===== config.mk =====
export PLATFORM = sky130hd
export DESIGN_NAME = tlik_delay
export DESIGN_NICKNAME = d
export VERILOG_FILES = /design/src/hdl/tlik_delay.sv
export SDC_FILE = /design/constraint.sdc
export NUM_CORES = 1
export LEC_CHECK = 0
export ABC_CLOCK_PERIOD_IN_PS = 1000
export BUFFER_PORTS_ARGS = -buffer_cell sky130_fd_sc_hd__buf_4
export CORE_MARGIN = 2
export CORE_UTILIZATION = 51
export DETAILED_ROUTE_END_ITERATION = 10
export GPL_ROUTABILITY_DRIVEN = 0
export GPL_TIMING_DRIVEN = 1
export PLACE_DENSITY = 0.77
export SLEW_MARGIN = 20
export SYNTH_ARGS = -nofsm -noshare
export SYNTH_HDL_FRONTEND = slang
export SYNTH_SLANG_ARGS = --single-unit

===== constraint.sdc =====
create_clock -name clk -period 1 [get_ports clk]
set_clock_uncertainty 0.2 [all_clocks]
set_input_delay 0.05 -clock clk [delete_from_list [all_inputs] [get_ports clk]]
set_output_delay 0.05 -clock clk [all_outputs]
set_load 0.005 [all_outputs]

===== src/hdl/tlik_delay.sv =====
// shift line that carries side data alongside a pipelined unit
// no package dependencies
module tlik_delay #(
  parameter int WIDTH = 8,
  parameter int DEPTH = 4
) (
  input  logic             clk,
  input  logic             en,
  input  logic [WIDTH-1:0] d,
  output logic [WIDTH-1:0] q
);

  logic [WIDTH-1:0] tap_r [DEPTH];

  // advance all taps together
  always_ff @(posedge clk) begin
    if (en) begin
      tap_r[0] <= d;
      for (int k = 1; k < DEPTH; k++) begin
        tap_r[k] <= tap_r[k-1];
      end
    end
  end

  assign q = tap_r[DEPTH-1];

endmodule


==> results by group <==
Floorplan
  – Die width: 47.4 microns
  – Die area: 2250 sq um
  – Row count: 15
  – I/O pins: 18
  – Core Footprint: 1750 sq um
  – Starting Density: 0.551
  – Die H: 47.4 microns

Drt
  – Routed WL: 1090 microns
  – ANT nets after route: 0
  – WL/cell: 12.2 microns
  – # DRC: 0
  – Routed vias/inst: 4.52
  – DR pass1 iterations: 3
  – DRT iter0 DRCs: 18
  – Via count: 402

Finish
  – Layout cells sized above 1: 0.344
  – Nets: 74
  – Register area: 961 sq um
  – Cell area after layout: 1250 sq um
  – Top reg by flops: tap_r
  – Most common cell after layout, fill and taps aside: edfxtp_1
  – Area of the multi-input gates: 0 sq um
  – ANT cells: 0
  – Max FFs per register: 32
  – Area delta synth->final: 29.9%
  – Non-Filler Instances: 89
  – Fillcell total: 104
  – Most frequent cells in the layout: edfxtp_1, buf_4, dlygate4sd3_1
  – Top flop regs: tap_r: 32 flops
  – Multi-input gates: 0

Timing
  – Unrepaired setup endpoints after global routing: yes
  – Setup TNS: -423 ps
  – # setup viols final: 8
  – Achievable frequency: 943 MHz
  – Clock period minus worst slack: 1060 ps
  – Rel. slew slack: 0.750
  – Final Hold Vio Count: 27
  – Worst Tran Pin Value: 374 ps
  – Fin Hold WS: -14.1 ps
  – Final Cycle Share: 1.06
  – Setup slack after layout: -61.0 ps
  – Pins over their slew limit: 0

Clock tree
  – Root buf cell: clkbuf_4
  – CTS Buffer Depth: 2
  – CTS tree: done
  – CTS Hold Bufs: 8
  – Clk sinks: 32
  – Clk_lat worst skew: 300 ps
  – CTS buffer count: 5
  – Setup Buffers After CTS: 0
  – H-tree depth: 2
  – Clock-pin slew on the worst setup and hold paths: 90 ps

Placement
  – # placed instances: 74
  – Count of input and output buffers: 17
  – Placed Area: 1120 sq um

Yosys
  – Synth Area in Compound Gates: 0
  – Simple-Gate Fraction of Synth Area: 0
  – Gate Count Post-Synth: 32
  – Post-synthesis adder-cell area fraction: 0
  – Post-synthesis cell area: 961 sq um
  – Synth warnings: 0
  – Synth Register Bits: 32
  – Syn avg cell area: 30.0 sq um
  – Synth unique cells: 1
  – XOR/XNOR Fraction of Synth Area: 0
  – Syn nets: 42
  – Mux contribution to synthesized area: 0
  – Sequential fraction of the synthesis area: 1.00

Global routing
  – GR Util All Layers: 0.117
  – Total gr overflow: 0
  – Largest net degree at the start of global routing: 33
  – Initial antenna violation count: 0
  – Vias in the first global route: 376
  – First-pass GRT wire length: 1570 microns

Job
  – Max-Cap Viols: 0

Worst setup path
  – Crit path DAT: 810 ps
  – CP endpoint kind: output pin
  – Crit path largest cell delay: 390 ps
  – Worst-path maximum fanout: 1
  – Crit path kind: reg2out
  – WP buf/inv: 1
  – Cell family with the largest share of critical-path delay: flip-flops
  – Crit path cell chain: buf_6
  – Slowest-stage cell, CP: edfxtp_1
  – Nature of the critical path startpoint: register
  – Worst EP required: 750 ps

Power and ir drop
  – Leak: 0.456 nW
  – Pwr per Cell Area: 1840 nW/um^2
  – Max VDD drop: 0.00100 V
  – Tot Pwr: 2.30 mW

Status
  – Failing checks: hold timing, setup timing
  – Outcome: finished, violations left

Min path
  – Hold Crit Class: in2reg
layer usage:
metal / wire length [microns] / track usage / vias to the layer above
met5: 0 / 0 / -
met4: 10 / 0.0667 / 0
met3: 92 / 0.0654 / 2
met2: 552 / 0.186 / 23
met1: 432 / 0.122 / 184
li1: - / - / 193
through the flow:
stage	utilization	setup slack (ps)
detailed placement	0.642	54.6
global placement	0.642	80.5
finish	0.715	-61.0
floorplan	-	211
CTS	0.713	-86.8
global route	0.715	-126
synth_stat cells:
| library cell | number | area, sq um |
|---|---|---|
| edfxtp_1 | 32 | 961 |
final cells by class:
cell class / count / area share
Timing Repair Buffer: 25 / 0.169
Tap cell: 25 / 0.0251
Clock inverter: 2 / 0.00601
Sequential cell: 32 / 0.770
Clock buffer: 5 / 0.0301
kinds of logic (layout without fill, tap and decap cells):
logic type  count (synthesis)  in the layout
flops                      32             32
buf+inv                     0             32
worst paths after layout:
path	start	end	slack [ps]	cells after the start
worst min-delay path	en	tap_r[0][2]	-10	1
worst max-delay path	tap_r[3][6]	q[6]	-60	1
worst min register to register	tap_r[2][1]	tap_r[3][1]	220	0
worst max register to register	tap_r[0][4]	tap_r[1][4]	160	0
power by group:
part	internal, mW	total, mW	switching [mW]	leakage, nW
sequential	1.58	1.60	0.0228	0.313
combinational	0.0638	0.104	0.0398	0.116
clock	0.245	0.598	0.353	0.0261
total	1.89	2.30	0.416	0.456
repair_timing:
action / CTS / global route
endpoints found under the setup margin: 8 / 8
hold endpoints to repair: 40 / 32
pin swaps: 0 / 0
resized for setup: 0 / 1
Note: power is estimated with default switching activity, not from simulation.
