File: config.mk
export PLATFORM = sky130hd
export DESIGN_NAME = tlik_isqrt
export DESIGN_NICKNAME = d
export VERILOG_FILES = /design/src/hdl/tlik_pkg.sv /design/src/hdl/tlik_isqrt.sv
export SDC_FILE = /design/constraint.sdc
export NUM_CORES = 2
export LEC_CHECK = 0
export BUFFER_PORTS_ARGS = -buffer_cell sky130_fd_sc_hd__buf_2
export CAP_MARGIN = 40
export CORE_UTILIZATION = 40
export CTS_BUF_LIST = sky130_fd_sc_hd__clkbuf_2 sky130_fd_sc_hd__clkbuf_4 sky130_fd_sc_hd__clkbuf_8
export DETAILED_ROUTE_END_ITERATION = 10
export PLACE_DENSITY = 0.65
export SYNTH_ARGS = -nofsm -noshare
export SYNTH_HDL_FRONTEND = slang
export SYNTH_SLANG_ARGS = --single-unit
File: constraint.sdc
create_clock -name clk -period 3.85 [get_ports clk]
set_clock_uncertainty 0.15 [all_clocks]
set_input_delay 0.5775 -clock clk [delete_from_list [all_inputs] [get_ports clk]]
set_output_delay 0.5775 -clock clk [all_outputs]
set_load 0.005 [all_outputs]
File: src/hdl/tlik_pkg.sv
// shared widths, register codes, reset values and the arctangent table
// for the two-link planar inverse kinematics servo block
// no dependencies
package tlik_pkg;

  // payload field widths
  localparam int X_W      = 14;
  localparam int LINK_W   = 12;
  localparam int DEG_W    = 9;
  localparam int PULSE_W  = 12;
  localparam int STEP_W   = 5;

  // stream and configuration port widths
  localparam int IN_TDATA_W  = 32;
  localparam int OUT_TDATA_W = 48;
  localparam int CFG_AW      = 3;
  localparam int CFG_DW      = 12;

  // internal datapath widths
  localparam int XX_W    = 27;  // x squared
  localparam int LSQ_W   = 24;  // link squared or link product
  localparam int SUM2_W  = 26;  // (l1 + l2) squared
  localparam int DIF2_W  = 24;  // (l1 - l2) squared
  localparam int D2_W    = 28;  // x^2 + z^2
  localparam int P_W     = 25;  // 2 l1 l2
  localparam int N_W     = 26;  // d^2 - l1^2 - l2^2, signed
  localparam int W_W     = 30;  // 2 l1^2 + n, signed
  localparam int RAD_W   = 50;  // radicand p^2 - n^2
  localparam int ROOT_W  = RAD_W / 2;
  localparam int ISQ_STEPS = RAD_W / 2;

  // vectoring rotator
  localparam int VIN_W       = 31;
  localparam int CW          = 33;
  localparam int M_W         = 32;
  localparam int ANG_W       = 32;
  localparam int ANG_FRAC    = 20;
  localparam int NORM_SHIFTS = 5;
  localparam int NORM_TOP    = 30;
  localparam int CORDIC_MAX  = 24;
  localparam int CORDIC_DEF  = 16;

  localparam logic signed [ANG_W-1:0] ANG_90 = 32'sd94371840;

  // atan(2^-i) in units of 2^-20 degree
  localparam logic signed [ANG_W-1:0] ATAN_TAB [CORDIC_MAX] = '{
    32'sd47185920, 32'sd27855475, 32'sd14718068, 32'sd7471121,
    32'sd3750058,  32'sd1876857,  32'sd938658,   32'sd469357,
    32'sd234682,   32'sd117342,   32'sd58671,    32'sd29335,
    32'sd14668,    32'sd7334,     32'sd3667,     32'sd1833,
    32'sd917,      32'sd458,      32'sd229,      32'sd115,
    32'sd57,       32'sd29,       32'sd14,       32'sd7
  };

  // servo pulse limits
  localparam logic signed [15:0] PULSE_LOW  = 16'sd500;
  localparam logic signed [15:0] PULSE_HIGH = 16'sd2500;

  // register indexes
  typedef enum logic [CFG_AW-1:0] {
    CFG_LINK1    = 3'd0,
    CFG_LINK2    = 3'd1,
    CFG_S_MIN    = 3'd2,
    CFG_S_MAX    = 3'd3,
    CFG_E_MIN    = 3'd4,
    CFG_E_MAX    = 3'd5,
    CFG_P_CENTER = 3'd6,
    CFG_P_STEP   = 3'd7
  } cfg_reg_t;

  // register reset values
  localparam logic [LINK_W-1:0]        RST_LINK1    = 12'd3507;
  localparam logic [LINK_W-1:0]        RST_LINK2    = 12'd2560;
  localparam logic signed [DEG_W-1:0]  RST_DEG_MIN  = -9'sd90;
  localparam logic signed [DEG_W-1:0]  RST_DEG_MAX  = 9'sd90;
  localparam logic [PULSE_W-1:0]       RST_P_CENTER = 12'd1500;
  localparam logic [STEP_W-1:0]        RST_P_STEP   = 5'd10;

  // limits and pulse mapping handed to the output stage
  typedef struct packed {
    logic signed [DEG_W-1:0] s_min;
    logic signed [DEG_W-1:0] s_max;
    logic signed [DEG_W-1:0] e_min;
    logic signed [DEG_W-1:0] e_max;
    logic [PULSE_W-1:0]      center;
    logic [STEP_W-1:0]       step;
  } post_cfg_t;

  // one result transaction
  typedef struct packed {
    logic                    reachable;
    logic signed [DEG_W-1:0] shoulder_deg;
    logic signed [DEG_W-1:0] elbow_angle;
    logic [PULSE_W-1:0]      shoulder_pulse;
    logic [PULSE_W-1:0]      elbow_pulse;
  } result_t;

endpackage

File: src/hdl/tlik_isqrt.sv
// pipelined integer square root, one result bit per stage
// depends on tlik_pkg for the radicand width
module tlik_isqrt (
  input  logic                         clk,
  input  logic                         rst_n,
  input  logic                         en,
  input  logic                         in_v,
  input  logic [tlik_pkg::RAD_W-1:0]   in_rad,
  output logic                         out_v,
  output logic [tlik_pkg::ROOT_W-1:0]  out_root
);
  import tlik_pkg::*;

  logic [RAD_W:0] rem_r  [ISQ_STEPS];
  logic [RAD_W:0] root_r [ISQ_STEPS];
  logic           v_r    [ISQ_STEPS];

  // valid line
  always_ff @(posedge clk) begin
    if (!rst_n) begin
      for (int k = 0; k < ISQ_STEPS; k++) begin
        v_r[k] <= 1'b0;
      end
    end else if (en) begin
      v_r[0] <= in_v;
      for (int k = 1; k < ISQ_STEPS; k++) begin
        v_r[k] <= v_r[k-1];
      end
    end
  end

  // one restoring step per stage, trial bit from the top pair down
  for (genvar i = 0; i < ISQ_STEPS; i++) begin : g_step
    localparam logic [RAD_W:0] BIT = {{RAD_W{1'b0}}, 1'b1} << (RAD_W - 2 - 2 * i);
    logic [RAD_W:0] rem_in, root_in, trial;
    logic [RAD_W:0] rem_nxt, root_nxt;

    if (i == 0) begin : g_first
      assign rem_in  = {1'b0, in_rad};
      assign root_in = '0;
    end else begin : g_next
      assign rem_in  = rem_r[i-1];
      assign root_in = root_r[i-1];
    end

    always_comb begin
      trial = root_in + BIT;
      if (rem_in >= trial) begin
        rem_nxt  = rem_in - trial;
        root_nxt = (root_in >> 1) + BIT;
      end else begin
        rem_nxt  = rem_in;
        root_nxt = root_in >> 1;
      end
    end

    always_ff @(posedge clk) begin
      if (en) begin
        rem_r[i]  <= rem_nxt;
        root_r[i] <= root_nxt;
      end
    end
  end

  assign out_v    = v_r[ISQ_STEPS-1];
  assign out_root = root_r[ISQ_STEPS-1][ROOT_W-1:0];

endmodule

==> results by group <==
Synth
  – Post-synthesis share of cell area spent on xor and xnor gates: 6.23%
  – Top-area cell type share of the netlist area: ~63%
  – Post-synthesis simple-gate area fraction: between 10% and 20%
  – Cell variety after synth: 94
  – Multiplexer fraction of the synthesized cell area: 0.722%
  – Area fraction in compound gates after synthesis: under 10%
  – Post-Synthesis Net Count: 6323
  – Combined area of all synthesized cells: roughly 75000 sq um
  – Main area contributors after synthesis: sky130_fd_sc_hd__edfxtp_1 63%, sky130_fd_sc_hd__ha_1 5.8%, sky130_fd_sc_hd__xnor2_1 3.6%
  – Adder and majority gate portion of the synthesized area: 5.77%
  – Number of flip-flops and latches in the synthesized netlist: 1574
  – Gate count after technology mapping: 5923
  – Number of enable-type register cells in the synthesized netlist: 1573
  – Synth async-reset ratio: 0%
  – Cell accounting for the most synthesized area: sky130_fd_sc_hd__edfxtp_1
  – Sequential share of the synthesized area: 63.0%
  – Dominant combinational cell family by area after synthesis: simple AND/OR/NAND/NOR gates
  – Cell with the most instances after synthesis: sky130_fd_sc_hd__edfxtp_1
  – Most instantiated cells after synthesis: 1573 x sky130_fd_sc_hd__edfxtp_1, 449 x sky130_fd_sc_hd__inv_1, 384 x sky130_fd_sc_hd__nor2_1
  – Syn. warnings: 0
  – Post-Syn Area per Cell: 12.7 sq um
  – Primary flip-flop cell chosen by synthesis mapping: sky130_fd_sc_hd__edfxtp_1

Timing
  – Summed negative setup slack over all endpoints: 0 ps
  – Tightest Pin Transition: 957 ps
  – Unrepaired setup endpoints after global routing: false
  – Final Slew Violations: 0
  – Final worst-path cycle share: a little over nine tenths
  – Slew margin rel.: ~35%
  – Minimum period implied by the final worst setup slack: 3740 ps
  – Max frequency: between 200 and 300 MHz
  – Worst hold margin: 123 ps
  – Final Hold Violating Endpoints: 0
  – Final setup viols: 0

GRT
  – Wire length of the first global-routing pass: 257000 microns
  – Number of antenna violations at the first check in global routing: 2
  – Largest net degree at the start of global routing: around 180
  – Congestion Overflow GR: 0
  – Vias in the first global route: 48500
  – Total global routing track utilization: 16.9%

Outcome
  – Result of the run: finished, final reports clean

Critical path
  – Endpoint of the worst setup timing path: rem_r[0][711]
  – Data arrival time of the critical path: around 4300 ps
  – Type of the setup path with the least slack: flip-flop to flip-flop
  – Critical Path Max Stage Delay: ~830 ps
  – Worst setup SP type: flip-flop
  – Reg-to-reg critical path endpoint: rem_r[0][711]
  – Worst-path cell with the longest stage delay: sky130_fd_sc_hd__a2111oi_0
  – Sort of element at the end of the critical path: flip-flop
  – Reg-to-Reg Start: rem_r[0][650]
  – Ordered list of cells on the worst path: or3_1 -> or4_1 -> a2111oi_0 -> o21ai_0 -> a21oi_4 -> nand4_1 -> xnor2_1
  – Critical path startpoint: rem_r[0][650]
  – R2R depth: 7
  – CP required: 4420 ps
  – Reg-to-reg slack, setup: 110 ps
  – Critical path peak fanout: 9

Route
  – Remaining design rule violation count: 0
  – Final WL: 163000 microns
  – Via density per instance: 5.26
  – Total number of vias: 47500
  – Drt first-iter violations: 2960
  – First-pass DRT Iterations: 5
  – DR WL/cell: between 15 and 20 microns
  – Routed Antenna Nets: 0

Layout
  – Layout net count: 6775
  – Ratio of cells with drive above 1 in the final layout: 11.1%
  – Number of standard cells in the final layout excluding fillers: approximately 9000
  – Area Growth Syn to Fin: 13.7%
  – Sequential cell area in the final layout: about 47000 sq um
  – Filler instances: 16500
  – Area of the multi-input gates: 25800 sq um

Place
  – Number of cells in the design after placement: 8515
  – Gpl congestion: approximately 0.94
  – Number of buffers inserted by port buffering: 79
  – Half-perimeter wire length of the detailed placement result: 120000 microns

Floorplan
  – Core Rows: 158
  – Vertical die dimension: 435 microns
  – Initial standard-cell utilization of the core: 40.4%
  – Die Width: approximately 440 microns
  – Area of the core: 186000 sq um
  – Die ar.: 189000 sq um
  – Count of boundary I/O pins: 80

Clock network
  – Post-CTS Setup Bufs: 0
  – Clock insertion delay at the later pin of the skew report: 1020 ps
  – Number of clock buffers inserted by TritonCTS: approximately 280
  – Maximum clock insertion buffer count: 4
  – Cell at the root of the clock tree: sky130_fd_sc_hd__clkbuf_8
  – Count of H-tree levels built during CTS: 5
  – CTS tree: yes
  – Post-CTS clock slew at the launch and capture registers of the worst setup and hold paths: roughly 60 ps
  – Clock sinks: 1574

Power and ir drop
  – Pleak: 0.0319 uW
  – Cell area power density: approximately 540 nW/um^2
  – Worst vdd rail ir drop: 445 uV

Worst hold path
  – Worst min-delay path class: input port to flip-flop

Flow run
  – Max Cap Violations: 0
==> metrics by stage <==
| stage | power (uW) | area (sq um) | worst slack (ps) | util [%] |
|---|---|---|---|---|
| global route | 48500 | 85300 | 10.1 | 45.9 |
| floorplan | 28700 | 75100 | 472 | - |
| detailed placement | 31500 | 79500 | 68.4 | 42.8 |
| global placement | 31300 | 79400 | 17.8 | 42.7 |
| CTS | 46600 | 85300 | 74.7 | 45.9 |
| finish | 46200 | 85300 | 113 | 45.9 |
==> power breakdown <==
part | total, uW | internal, uW | switching, uW | leakage (uW)
Combinational | 8370 | 3550 | 4820 | 0.0140
Clock | 14800 | 8300 | 6530 | 0.00276
Sequential | 23000 | 21500 | 1500 | 0.0151
Total | 46200 | 33300 | 12900 | 0.0319
==> worst min-delay path by stage <==
| stage | slack (ps) | cells after the start | start | end |
|---|---|---|---|---|
| floorplan | 270 | 0 | rem_r[0][108] | rem_r[0][159] |
| global placement | 270 | 0 | rem_r[0][421] | rem_r[0][472] |
| detailed placement | 280 | 0 | rem_r[0][421] | rem_r[0][472] |
| CTS | 20 | 2 | in_rad[38] | rem_r[0][38] |
| global route | 70 | 2 | in_rad[42] | rem_r[0][42] |
| finish | 120 | 2 | in_rad[38] | rem_r[0][38] |
==> placed cells by master, fill, tap and decap left out, types with 21 or more instances in the layout <==
cell type                       netlist  final
sky130_fd_sc_hd__a211oi_1            39     39
sky130_fd_sc_hd__a21o_1              97     97
sky130_fd_sc_hd__a21oi_1            352    351
sky130_fd_sc_hd__a31oi_1             33     32
sky130_fd_sc_hd__and2_1              24     24
sky130_fd_sc_hd__and3_1              43     43
sky130_fd_sc_hd__buf_12               0     22
sky130_fd_sc_hd__buf_2               17     80
sky130_fd_sc_hd__buf_4                6    109
sky130_fd_sc_hd__clkbuf_4             0     72
sky130_fd_sc_hd__clkbuf_8             0    290
sky130_fd_sc_hd__clkinv_1             1     62
sky130_fd_sc_hd__clkinv_2             0     25
sky130_fd_sc_hd__dlygate4sd3_1        0     55
sky130_fd_sc_hd__edfxtp_1          1573   1573
sky130_fd_sc_hd__ha_1               346    345
sky130_fd_sc_hd__inv_1              449    449
sky130_fd_sc_hd__mux2_2              41     41
sky130_fd_sc_hd__nand2_1            359    359
sky130_fd_sc_hd__nand2b_1            56     56
sky130_fd_sc_hd__nand3_1            104    104
sky130_fd_sc_hd__nand4_1             96     96
sky130_fd_sc_hd__nand4b_1            21     21
sky130_fd_sc_hd__nor2_1             384    383
sky130_fd_sc_hd__nor2b_1             43     43
sky130_fd_sc_hd__nor3_1             173    172
sky130_fd_sc_hd__nor4_1             206    206
sky130_fd_sc_hd__nor4b_1             33     33
sky130_fd_sc_hd__o21a_1              67     67
sky130_fd_sc_hd__o21ai_0            255    255
sky130_fd_sc_hd__o21bai_1            41     40
sky130_fd_sc_hd__o31ai_1             35     35
sky130_fd_sc_hd__or2_2               23     24
sky130_fd_sc_hd__or3_1               81     81
sky130_fd_sc_hd__or4_1               51     50
sky130_fd_sc_hd__xnor2_1            305    305
sky130_fd_sc_hd__xor2_1             229    229
==> cell families (layout without fill, tap and decap cells) <==
group | after synthesis | after routing
adder cells (fa/ha/maj) | 346 | 346
AO/OA/AOI/OAI | 1080 | 1080
XOR/XNOR | 534 | 534
flip-flops | 1574 | 1574
AND/OR/NAND/NOR | 1788 | 1788
multiplexers | 49 | 49
other | 1 | 5
buffers and inverters | 551 | 1184
==> critical path: cells and delay by family (launching register included) <==
kind | cells | cell delay (ps)
compound gates | 3 | 1470
xor+xnor | 1 | 170
simple gates | 3 | 1260
flops | 1 | 440
==> metal layers <==
layer	GRT usage (%)	part of all wire, %	vias to the layer above
met5	0	0	-
met3	2.75	3.9	406
met4	7.79	4.0	0
li1	-	-	23200
met2	32.5	54	1104
met1	17.9	38	22800
==> flip-flops by register name, summed over array words and instances (netlist names) <==
name    count
v_r        25
root_r    325
rem_r    1224
==> repair_timing <==
| action | 4_1_cts | 5_1_grt |
|---|---|---|
| gates resized for setup | 1 | 6 |
| endpoints found under the hold margin | 193 | 0 |
| hold buffers | 55 | 0 |
| pin swaps | 0 | 0 |
| setup endpoints to repair | 1 | 11 |
==> layout make-up <==
class	count	share of cell area, %
diodes	4	0.0117
clock buffers	362	5.31
clock inverters	104	0.840
inverters	450	1.98
multi-input cells	3798	30.2
flip-flops and latches	1574	55.4
well taps	2480	3.64
repair buffers	268	2.62
No activity file was read; power rests on OpenSTA's default activity.
