[config.mk]
export PLATFORM = sky130hd
export DESIGN_NAME = tlik_post
export DESIGN_NICKNAME = d
export VERILOG_FILES = /design/src/hdl/tlik_pkg.sv /design/src/hdl/tlik_post.sv
export SDC_FILE = /design/constraint.sdc
export NUM_CORES = 1
export LEC_CHECK = 0
export BUFFER_PORTS_ARGS = -buffer_cell sky130_fd_sc_hd__buf_4
export CAP_MARGIN = 25
export CORE_MARGIN = 2
export CORE_UTILIZATION = 51
export CTS_CLUSTER_DIAMETER = 80
export DETAILED_ROUTE_END_ITERATION = 6
export HOLD_SLACK_MARGIN = 0.05
export PLACE_DENSITY = 0.74
export SYNTH_ARGS = -nofsm -noshare
export SYNTH_HDL_FRONTEND = slang
export SYNTH_SLANG_ARGS = --single-unit
[constraint.sdc]
create_clock -name clk -period 5.1 [get_ports clk]
set_input_delay 1.02 -clock clk [delete_from_list [all_inputs] [get_ports clk]]
set_output_delay 1.02 -clock clk [all_outputs]
set_load 0.01 [all_outputs]
[src/hdl/tlik_pkg.sv]
// shared widths, register codes, reset values and the arctangent table
// for the two-link planar inverse kinematics servo block
// no dependencies
package tlik_pkg;

  // payload field widths
  localparam int X_W      = 14;
  localparam int LINK_W   = 12;
  localparam int DEG_W    = 9;
  localparam int PULSE_W  = 12;
  localparam int STEP_W   = 5;

  // stream and configuration port widths
  localparam int IN_TDATA_W  = 32;
  localparam int OUT_TDATA_W = 48;
  localparam int CFG_AW      = 3;
  localparam int CFG_DW      = 12;

  // internal datapath widths
  localparam int XX_W    = 27;  // x squared
  localparam int LSQ_W   = 24;  // link squared or link product
  localparam int SUM2_W  = 26;  // (l1 + l2) squared
  localparam int DIF2_W  = 24;  // (l1 - l2) squared
  localparam int D2_W    = 28;  // x^2 + z^2
  localparam int P_W     = 25;  // 2 l1 l2
  localparam int N_W     = 26;  // d^2 - l1^2 - l2^2, signed
  localparam int W_W     = 30;  // 2 l1^2 + n, signed
  localparam int RAD_W   = 50;  // radicand p^2 - n^2
  localparam int ROOT_W  = RAD_W / 2;
  localparam int ISQ_STEPS = RAD_W / 2;

  // vectoring rotator
  localparam int VIN_W       = 31;
  localparam int CW          = 33;
  localparam int M_W         = 32;
  localparam int ANG_W       = 32;
  localparam int ANG_FRAC    = 20;
  localparam int NORM_SHIFTS = 5;
  localparam int NORM_TOP    = 30;
  localparam int CORDIC_MAX  = 24;
  localparam int CORDIC_DEF  = 16;

  localparam logic signed [ANG_W-1:0] ANG_90 = 32'sd94371840;

  // atan(2^-i) in units of 2^-20 degree
  localparam logic signed [ANG_W-1:0] ATAN_TAB [CORDIC_MAX] = '{
    32'sd47185920, 32'sd27855475, 32'sd14718068, 32'sd7471121,
    32'sd3750058,  32'sd1876857,  32'sd938658,   32'sd469357,
    32'sd234682,   32'sd117342,   32'sd58671,    32'sd29335,
    32'sd14668,    32'sd7334,     32'sd3667,     32'sd1833,
    32'sd917,      32'sd458,      32'sd229,      32'sd115,
    32'sd57,       32'sd29,       32'sd14,       32'sd7
  };

  // servo pulse limits
  localparam logic signed [15:0] PULSE_LOW  = 16'sd500;
  localparam logic signed [15:0] PULSE_HIGH = 16'sd2500;

  // register indexes
  typedef enum logic [CFG_AW-1:0] {
    CFG_LINK1    = 3'd0,
    CFG_LINK2    = 3'd1,
    CFG_S_MIN    = 3'd2,
    CFG_S_MAX    = 3'd3,
    CFG_E_MIN    = 3'd4,
    CFG_E_MAX    = 3'd5,
    CFG_P_CENTER = 3'd6,
    CFG_P_STEP   = 3'd7
  } cfg_reg_t;

  // register reset values
  localparam logic [LINK_W-1:0]        RST_LINK1    = 12'd3507;
  localparam logic [LINK_W-1:0]        RST_LINK2    = 12'd2560;
  localparam logic signed [DEG_W-1:0]  RST_DEG_MIN  = -9'sd90;
  localparam logic signed [DEG_W-1:0]  RST_DEG_MAX  = 9'sd90;
  localparam logic [PULSE_W-1:0]       RST_P_CENTER = 12'd1500;
  localparam logic [STEP_W-1:0]        RST_P_STEP   = 5'd10;

  // limits and pulse mapping handed to the output stage
  typedef struct packed {
    logic signed [DEG_W-1:0] s_min;
    logic signed [DEG_W-1:0] s_max;
    logic signed [DEG_W-1:0] e_min;
    logic signed [DEG_W-1:0] e_max;
    logic [PULSE_W-1:0]      center;
    logic [STEP_W-1:0]       step;
  } post_cfg_t;

  // one result transaction
  typedef struct packed {
    logic                    reachable;
    logic signed [DEG_W-1:0] shoulder_deg;
    logic signed [DEG_W-1:0] elbow_angle;
    logic [PULSE_W-1:0]      shoulder_pulse;
    logic [PULSE_W-1:0]      elbow_pulse;
  } result_t;

endpackage

[src/hdl/tlik_post.sv]
// output stages: shoulder difference, degree clamp, truncation to whole
// degrees, pulse mapping and pulse clamp; depends on tlik_pkg
module tlik_post (
  input  logic                              clk,
  input  logic                              rst_n,
  input  logic                              en,
  input  logic                              in_v,
  input  logic                              in_reach,
  input  logic signed [tlik_pkg::ANG_W-1:0] a_target,
  input  logic signed [tlik_pkg::ANG_W-1:0] a_elbow,
  input  logic signed [tlik_pkg::ANG_W-1:0] a_offset,
  input  tlik_pkg::post_cfg_t               cfg,
  output logic                              out_v,
  output tlik_pkg::result_t                 out_res
);
  import tlik_pkg::*;

  localparam int PW = 16;

  function automatic logic signed [ANG_W-1:0] clamp_ang(
    input logic signed [ANG_W-1:0] a,
    input logic signed [DEG_W-1:0] lo,
    input logic signed [DEG_W-1:0] hi
  );
    logic signed [ANG_W-1:0] lo_a, hi_a, c;
    lo_a = ANG_W'(lo) <<< ANG_FRAC;
    hi_a = ANG_W'(hi) <<< ANG_FRAC;
    c = (a < lo_a) ? lo_a : a;
    c = (c > hi_a) ? hi_a : c;
    return c;
  endfunction

  function automatic logic signed [DEG_W-1:0] trunc_deg(input logic signed [ANG_W-1:0] a);
    logic signed [ANG_W-1:0] t;
    t = (a >= 0) ? (a >>> ANG_FRAC) : -((-a) >>> ANG_FRAC);
    return t[DEG_W-1:0];
  endfunction

  function automatic logic [PULSE_W-1:0] clamp_pulse(input logic signed [PW-1:0] p);
    logic signed [PW-1:0] c;
    c = (p < PULSE_LOW) ? PULSE_LOW : p;
    c = (c > PULSE_HIGH) ? PULSE_HIGH : c;
    return c[PULSE_W-1:0];
  endfunction

  logic v_r [5];

  // valid line
  always_ff @(posedge clk) begin
    if (!rst_n) begin
      for (int k = 0; k < 5; k++) begin
        v_r[k] <= 1'b0;
      end
    end else if (en) begin
      v_r[0] <= in_v;
      for (int k = 1; k < 5; k++) begin
        v_r[k] <= v_r[k-1];
      end
    end
  end

  logic signed [ANG_W-1:0] sa1_r, ea1_r, sa2_r, ea2_r;
  logic signed [DEG_W-1:0] sd3_r, ed3_r, sd4_r, ed4_r;
  logic signed [PW-1:0]    sp4_r, ep4_r;
  logic                    rch_r [4];
  result_t                 res_r;
  logic signed [PW-1:0]    sp_nxt, ep_nxt, cen, stp;

  // pulse = center + deg * step
  assign cen    = PW'({1'b0, cfg.center});
  assign stp    = PW'({1'b0, cfg.step});
  assign sp_nxt = cen + PW'(sd3_r) * stp;
  assign ep_nxt = cen + PW'(ed3_r) * stp;

  always_ff @(posedge clk) begin
    if (en) begin
      // shoulder = target angle minus elbow offset angle
      sa1_r    <= a_target - a_offset;
      ea1_r    <= a_elbow;
      rch_r[0] <= in_reach;
      // clamp to degree limits
      sa2_r    <= clamp_ang(sa1_r, cfg.s_min, cfg.s_max);
      ea2_r    <= clamp_ang(ea1_r, cfg.e_min, cfg.e_max);
      rch_r[1] <= rch_r[0];
      // whole degrees toward zero
      sd3_r    <= trunc_deg(sa2_r);
      ed3_r    <= trunc_deg(ea2_r);
      rch_r[2] <= rch_r[1];
      // pulse mapping
      sd4_r    <= sd3_r;
      ed4_r    <= ed3_r;
      sp4_r    <= sp_nxt;
      ep4_r    <= ep_nxt;
      rch_r[3] <= rch_r[2];
      // pulse clamp, unreachable targets read all zero
      if (rch_r[3]) begin
        res_r.reachable      <= 1'b1;
        res_r.shoulder_deg   <= sd4_r;
        res_r.elbow_angle    <= ed4_r;
        res_r.shoulder_pulse <= clamp_pulse(sp4_r);
        res_r.elbow_pulse    <= clamp_pulse(ep4_r);
      end else begin
        res_r <= '0;
      end
    end
  end

  assign out_v   = v_r[4];
  assign out_res = res_r;

endmodule

==> impl_results.md, run 1 <==
- Worst Path Max Fanout: 8
- Setup Viol. Count Final: 0
- Final #Nets: 2093
- Fin area: about 20000 um2
- Post-synth EDFFs: 244
- Routing usage on met3: under 10%
- Gate Count Post-Synth: roughly 1500
- Area delta synth->final: 19.8%
- Min Clock Period, post-route: about 4.8 ns
- Register area share after synthesis: between 40 and 50%
- Post-synth top flop: edfxtp_1
- Final worst clock skew: 0.0119 ns
- Syn avg cell area: 11.4 um2
- Yosys top cell area share: roughly 44%
- Final Cycle Share: around 93%
- Routed WL: slightly above 30000 um
- CTS tree: yes
- Ant. Diodes: 0
- Layout cell share with drive strength beyond 1: approximately a fifth
- Die W: around 180 um
- Syn_nets: 1838
- CP Class: primary input to register
- Unique cell type count in the Yosys netlist: 64
- PnR Total Power: between 9 and 10 mW
- CTS Buf Count: 27
- Full die area: approximately 34000 um2
- Hold WS: about 0.42 ns
- Worst setup SP type: primary input
- Max_slew headroom: a little over half
- M1 GR Usage: a little under a quarter
- GRT Total Usage: ~18%
- Worst path required time: 5.51 ns
- IO Pins: 198
- Most numerous cell in the Yosys netlist: edfxtp_1
- GRT overflow: 0
- CTS sink cnt: between 200 and 250
- RSZ-0062 raised after global routing: false
- Largest net degree at the start of global routing: between 90 and 100
- Critical path, cell by cell: buf_4 > and2_1 > fa_1 > fa_1 > fa_1 > inv_1 > fa_1 > inv_1 > ha_4 > a21o_1 > a31oi_1 > o21ai_1 > o41a_1 > or4_1 > nand3_1
- WL per Instance: between 10 and 15 um
- First-pass GRT wire length: around 50000 um
- Area after DPL: 18900 um2
- Post-synth top area cell: edfxtp_1
- Hold-fix buffers at CTS: 0
- Cell Rows: 65
- Vias: roughly 11000
- Peak VDD IR: about 0.28 mV
- Post-CTS setup buffers: 0
- Slowest cell on crit path: fa_1
- Worst path bufs/invs: 3
- Leak pwr: ~8.9 nW
- H-tree levels: 1
- Worst-path clk slew: approximately 0.06 ns
- Fmax achieved: roughly 0.21 GHz
- Starting Density: 52.1%
- Met2 Usage GRT: around 32%
- Area contributors post-synth: edfxtp_1, ha_1, fa_1
- Clock root buffer: clkbuf_16
- CTS-repair resized insts: 0
- Post-DP HPWL: between 20000 and 25000 um
- CTS Buffer Depth: 3
- Post-Syn Area: 16500 um2
- Core Footprint: between 30000 and 40000 um2
- Worst path most repeated cell: fa_1
- CP max stage delay: roughly 0.57 ns
- # DRC: 0
- Measured slew at the worst slew-check pin: about 0.71 ns
- Crit path max-delay family: adder cells
- Pwr per Cell Area: approximately 490 nW/um2
- Worst setup EP type: register
- Max cap viols: 0
- Min-Delay Path Class: register to register
- FFs w/ async S/R, synth: 0%
- Vias per inst: 5.17
- Status: finished, final reports clean
- FF+latch count, synth: between 200 and 250
- Post-DRT Antenna Nets: 0
- Port Buffer Count: about 200
- GPL Wtd Cong: ~0.87
- Yosys warns: 0
- DR iter-0 viols: between 400 and 500
- Final Non-Filler Cells: 2131
- Gr busiest metal: met2
- Vias in the first global route: between 10000 and 15000
- Post-Place Cells: around 2100
- Slew Limit Fails: 0
- Initial antenna violation count: 0
- Latest clock arrival within the worst-skew pair: approximately 0.54 ns
- Hold Fails Final Rpt: 0
- Top cells by count, synth: edfxtp_1, inv_1, ha_1, and2_1, fa_1
- Die height: around 180 um
- CP Data Arrival Time: slightly above 5 ns
- Drt first pass iters: 5
-- worst paths after layout --
path | startpoint | to | slack, ns | cells past startpoint
worst min-delay path | rch_r[1] | rch_r[2] | 0.42 | 0
worst max-delay path | cfg[0] | sp4_r[15] | 0.34 | 15
worst max register to register | sd3_r[8] | sp4_r[15] | 0.46 | 14
worst min register to register | rch_r[1] | rch_r[2] | 0.42 | 0
-- kinds of logic after synthesis --
family / synth area share (%)
and+or+nand+nor: 13.5
DFF: 44.3
buffers and inverters: 5.50
adders and majority gates: 20.9
AOI/OAI and AO/OA: 8.53
xor gates and xnor gates: 3.76
muxes: 3.48
-- cell type report --
class	instances	area [um2]
clock buffer	33	698
clock inverter	16	223
fill	2491	11900
inverter	222	836
multi-input combinational	972	8360
sequential	244	7330
tap	402	503
timing repair buffer	242	1850
-- worst reg2reg max path: stages, from the launching register on --
cell	delay [ns]
edfxtp_1	0.52
and2_1	0.25
fa_1	0.57
fa_1	0.44
fa_1	0.54
inv_1	0.05
fa_1	0.49
inv_1	0.06
ha_4	0.23
and2_1	0.16
o21ai_1	0.11
o21ai_1	0.10
o41a_1	0.38
or4_1	0.53
nand3_1	0.09
-- state kept, by name (all words and copies together) (netlist names) --
name / cells
v_r: 5
sa2_r: 30
ed3_r: 9
ed4_r: 9
ea1_r: 32
sd3_r: 9
out_res: 43
ea2_r: 30
sa1_r: 32
sd4_r: 9
sp4_r: 16
rch_r: 4
ep4_r: 16
-- stage by stage --
step,setup TNS (ns),setup slack (ns),util [%]
5_1_grt,0,0.0132,62.4
3_5_place_dp,-1.07,-0.222,59.5
4_1_cts,0,0.349,62.4
6_report,0,0.342,62.4
2_1_floorplan,0,0.0188,-
3_3_place_gp,-0.325,-0.148,59.5
-- per-layer routing --
layer  routed length (um)  vias up
met5                    0        -
met1                13400     5151
li1                     -     5581
met4                  786        0
met2                14900      237
met3                 1350       51
-- layout by cell type (no fill, tap or decap), drive strengths merged, types with 11 or more instances in the layout --
cell,instances
ha,153
nand3,25
nor2,60
inv,223
edfxtp,244
nand2,60
buf,242
a21oi,64
nor4,29
and2,144
mux2,43
a211oi,11
a21o,28
fa,77
and3,17
clkbuf,33
o21ai,42
xor2,20
nand4,15
o21a,17
nor3,17
xnor2,51
-- report_power, final --
group | switching, mW | internal, mW
logic | 2.27 | 2.35
clock network | 0.764 | 1.23
registers | 0.209 | 2.86
total | 3.24 | 6.44
Power figures use the tool's default switching activity.
==> inputs of run 2 (changes only) <==
ABC_AREA = 1   (was default)
REMOVE_ABC_BUFFERS = 1   (was default)
==> run 2 against run 1 <==
Synthesized area up 8.0%. Sequential power up 12%. Sequential share of layout area down 1.8 points. Clock skew up 0.014 ns. Worst hold slack worse by 0.0030 ns. Register-to-register slack better by 0.13 ns. Critical path depth up 2. Sequential cell count unchanged. Design area up 5.2%. First-iteration DRC count up 37%. Power up 29%.
==> impl_results.md, run 2 <==
- GPL Wtd Cong: 0.864 (-0.16%)
- Max_slew headroom: 41.9% (-11 points)
- Post-DRT Antenna Nets: 0 (unchanged)
- IO Pins: 198 (unchanged)
- Gate Count Post-Synth: 2010 (+38%)
- Pwr per Cell Area: 602 nW/um2 (+23%)
- Drt first pass iters: 5 (unchanged)
- Post-Syn Area: 17800 um2 (+8.0%)
- Setup Viol. Count Final: 0 (unchanged)
- Cell Rows: 68 (+4.6%)
- RSZ-0062 raised after global routing: false
- Hold Fails Final Rpt: 0 (unchanged)
- CTS tree: yes
- Worst-path clk slew: 0.06 ns (about the same)
- CP Class: primary input to register
- Vias: 13700 (+24%)
- Min-Delay Path Class: register to register
- NetSw: 5.23 mW (+61%)
- FF+latch count, synth: 244 (unchanged)
- Post-Place Cells: 2638 (+27%)
- CTS-repair resized insts: 0 (unchanged)
- Latest clock arrival within the worst-skew pair: 0.55 ns (about the same)
- Final worst clock skew: 0.0262 ns (+0.0144 ns)
- Worst Path Max Fanout: 12 (+4)
- Post-CTS setup buffers: 0 (unchanged)
- Largest family of logic cells by synthesized area: adder cells
- Register area share after synthesis: 41.1% (-3.3 points)
- Commonest non-fill, non-tap cell in the layout: nand2_1
- XOR/XNOR Fraction of Synth Area: 3.19% (-0.57 points)
- Starting Density: 51.8% (-0.32 points)
- Sequential power share: 27.5% (-4.2 points)
- Synth Area in Adders: 19.4% (-1.5 points)
- CTS Buf Count: 27 (unchanged)
- First-pass GRT wire length: 60000 um (+17%)
- Post-synth top area cell: edfxtp_1
- Fmax achieved: 0.218 GHz (+3.5%)
- Switching share of power: 41.7% (+8.2 points)
- Final core area utilization: 60.4% (-2.0 points)
- Hold-fix buffers at CTS: 0 (unchanged)
- Yosys top cell area share: 41.1% (-3.3 points)
- Setup tns final: 0 ns (unchanged)
- Vias in the first global route: 13200 (+20%)
- Clock root buffer: clkbuf_16
- Max reg flops: 43 (unchanged)
- Area contributors post-synth: edfxtp_1, ha_1, nand2_1
- Die W: 191 um (+3.8%)
- Logic pwr share: 55.4% (+7.7 points)
- Slew Limit Fails: 0 (unchanged)
- Final Cycle Share: 90.1% (-3.2 points)
- Unique cell type count in the Yosys netlist: 45 (-30%)
- Full die area: 36500 um2 (+7.8%)
- H-tree levels: 1 (unchanged)
- Measured slew at the worst slew-check pin: 0.872 ns (+0.166 ns)
- FFs w/ async S/R, synth: 0% (unchanged)
- # DRC: 0 (unchanged)
- Leak pwr: 10.4 nW (+17%)
- Clock power share: 17.1% (-3.5 points)
- Min Clock Period, post-route: 4.60 ns (-0.161 ns)
- Initial antenna violation count: 0 (unchanged)
- Syn avg cell area: 8.87 um2 (-22%)
- Most numerous cell in the Yosys netlist: nand2_1
- GRT Total Usage: 19.9% (+1.6 points)
- Peak VDD IR: 0.364 mV (+31%)
- Core Footprint: 34500 um2 (+8.6%)
- Post-synth EDFFs: 244 (unchanged)
- DR iter-0 viols: 671 (+37%)
- Top cells by count, synth: nand2_1, inv_1, edfxtp_1, ha_1, nor2_1
- CTS Buffer Depth: 3 (unchanged)
- Worst path required time: 5.37 ns (-0.14 ns)
- Hold WS: 0.419 ns (-0.00301 ns)
- Worst setup SP type: primary input
- Final Non-Filler Cells: 2688 (+26%)
- Port Buffer Count: 197 (unchanged)
- Synth Area in Compound Gates: 9.03% (+0.50 points)
- PnR Total Power: 12.5 mW (+29%)
- Status: finished, final reports clean
- CP Data Arrival Time: 4.87 ns (-0.30 ns)
- Layout cell share with drive strength beyond 1: 13.3% (-7.4 points)
- WL per Instance: 13.3 um (-6.7%)
- Largest net degree at the start of global routing: 117 (+18%)
- Worst setup EP type: register
- Area delta synth->final: 16.7%
- Vias per inst: 5.08 (-1.7%)
- Final #Nets: 2596 (+24%)
- Max cap viols: 0 (unchanged)
- Internal cell power: 7.30 mW (+13%)
- Ant. Diodes: 0 (unchanged)
- Post-DP HPWL: 28400 um (+17%)
- Post-synth top flop: edfxtp_1
- GRT overflow: 0 (unchanged)
- Routed WL: 35800 um (+18%)
- Synth Area in Simple Gates: 17.3% (+3.9 points)
- Most frequent cells in the layout: nand2_1, inv_1, edfxtp_1
- Yosys warns: 0 (unchanged)
- CTS sink cnt: 244 (unchanged)
- Die height: 191 um (+3.8%)
- Post-synthesis mux area share: 0% (-3.5 points)
## run 2: power by group through the flow
stage / clock network (mW) / registers, mW / logic, mW
finish: 2.14 / 3.44 / 6.95
global route: 2.26 / 3.50 / 8.08
CTS: 2.19 / 3.44 / 6.99
detailed placement: 0 / 3.48 / 6.93
global placement: 0 / 3.47 / 6.71
floorplan: 0 / 3.40 / 5.21
## run 2: stage by stage
stage / cell area, um2 / worst slack [ns]
after floorplan: 17600 / -1.35
after global placement: 19800 / 0.0684
after detailed placement: 19800 / -0.0572
after CTS: 20800 / 0.521
after global routing: 20800 / 0.280
final: 20800 / 0.503
## run 2: layout make-up
class                           count  area [um2]
Clock inverter                     22         313
Tap cell                          455         569
Timing Repair Buffer              217        1660
Sequential cell                   244        7330
Inverter                          408        1530
Multi-Input combinational cell   1314        8740
Clock buffer                       28         679
Fill cell                        2903       13600
## run 2: cell families after synthesis
family          Yosys count
xor+xnor                 65
flops                   244
compound gates          274
simple gates            745
buf+inv                 452
fa+ha+maj               230
## run 2: worst paths after layout
kind	start	to	slack [ns]	cells after the start
setup reg to reg	ed3_r[8]	ep4_r[15]	0.59	16
hold / removal	rch_r[1]	rch_r[2]	0.42	0
setup / recovery	cfg[0]	sp4_r[15]	0.50	17
hold reg to reg	rch_r[1]	rch_r[2]	0.42	0
## run 2: routing by layer
metal  share of wire [%]  wire length, um  GRT usage (%)
met1                  43            15500           25.1
met2                  50            17900           35.7
met3                 3.9             1390           1.93
met4                 2.9             1040           6.59
met5                   0                0              0
## run 2: critical path, stage by stage
cell and delay [ns]:
buf_4 0.17, nand2_1 0.14, inv_1 0.10, fa_1 0.59, inv_1 0.13, fa_1 0.54, inv_1 0.05, fa_1 0.53
inv_1 0.05, fa_1 0.49, inv_1 0.04, ha_1 0.33, a21oi_1 0.22, o21ai_0 0.12, nand2_1 0.07, o2111ai_1 0.12
xor2_1 0.16
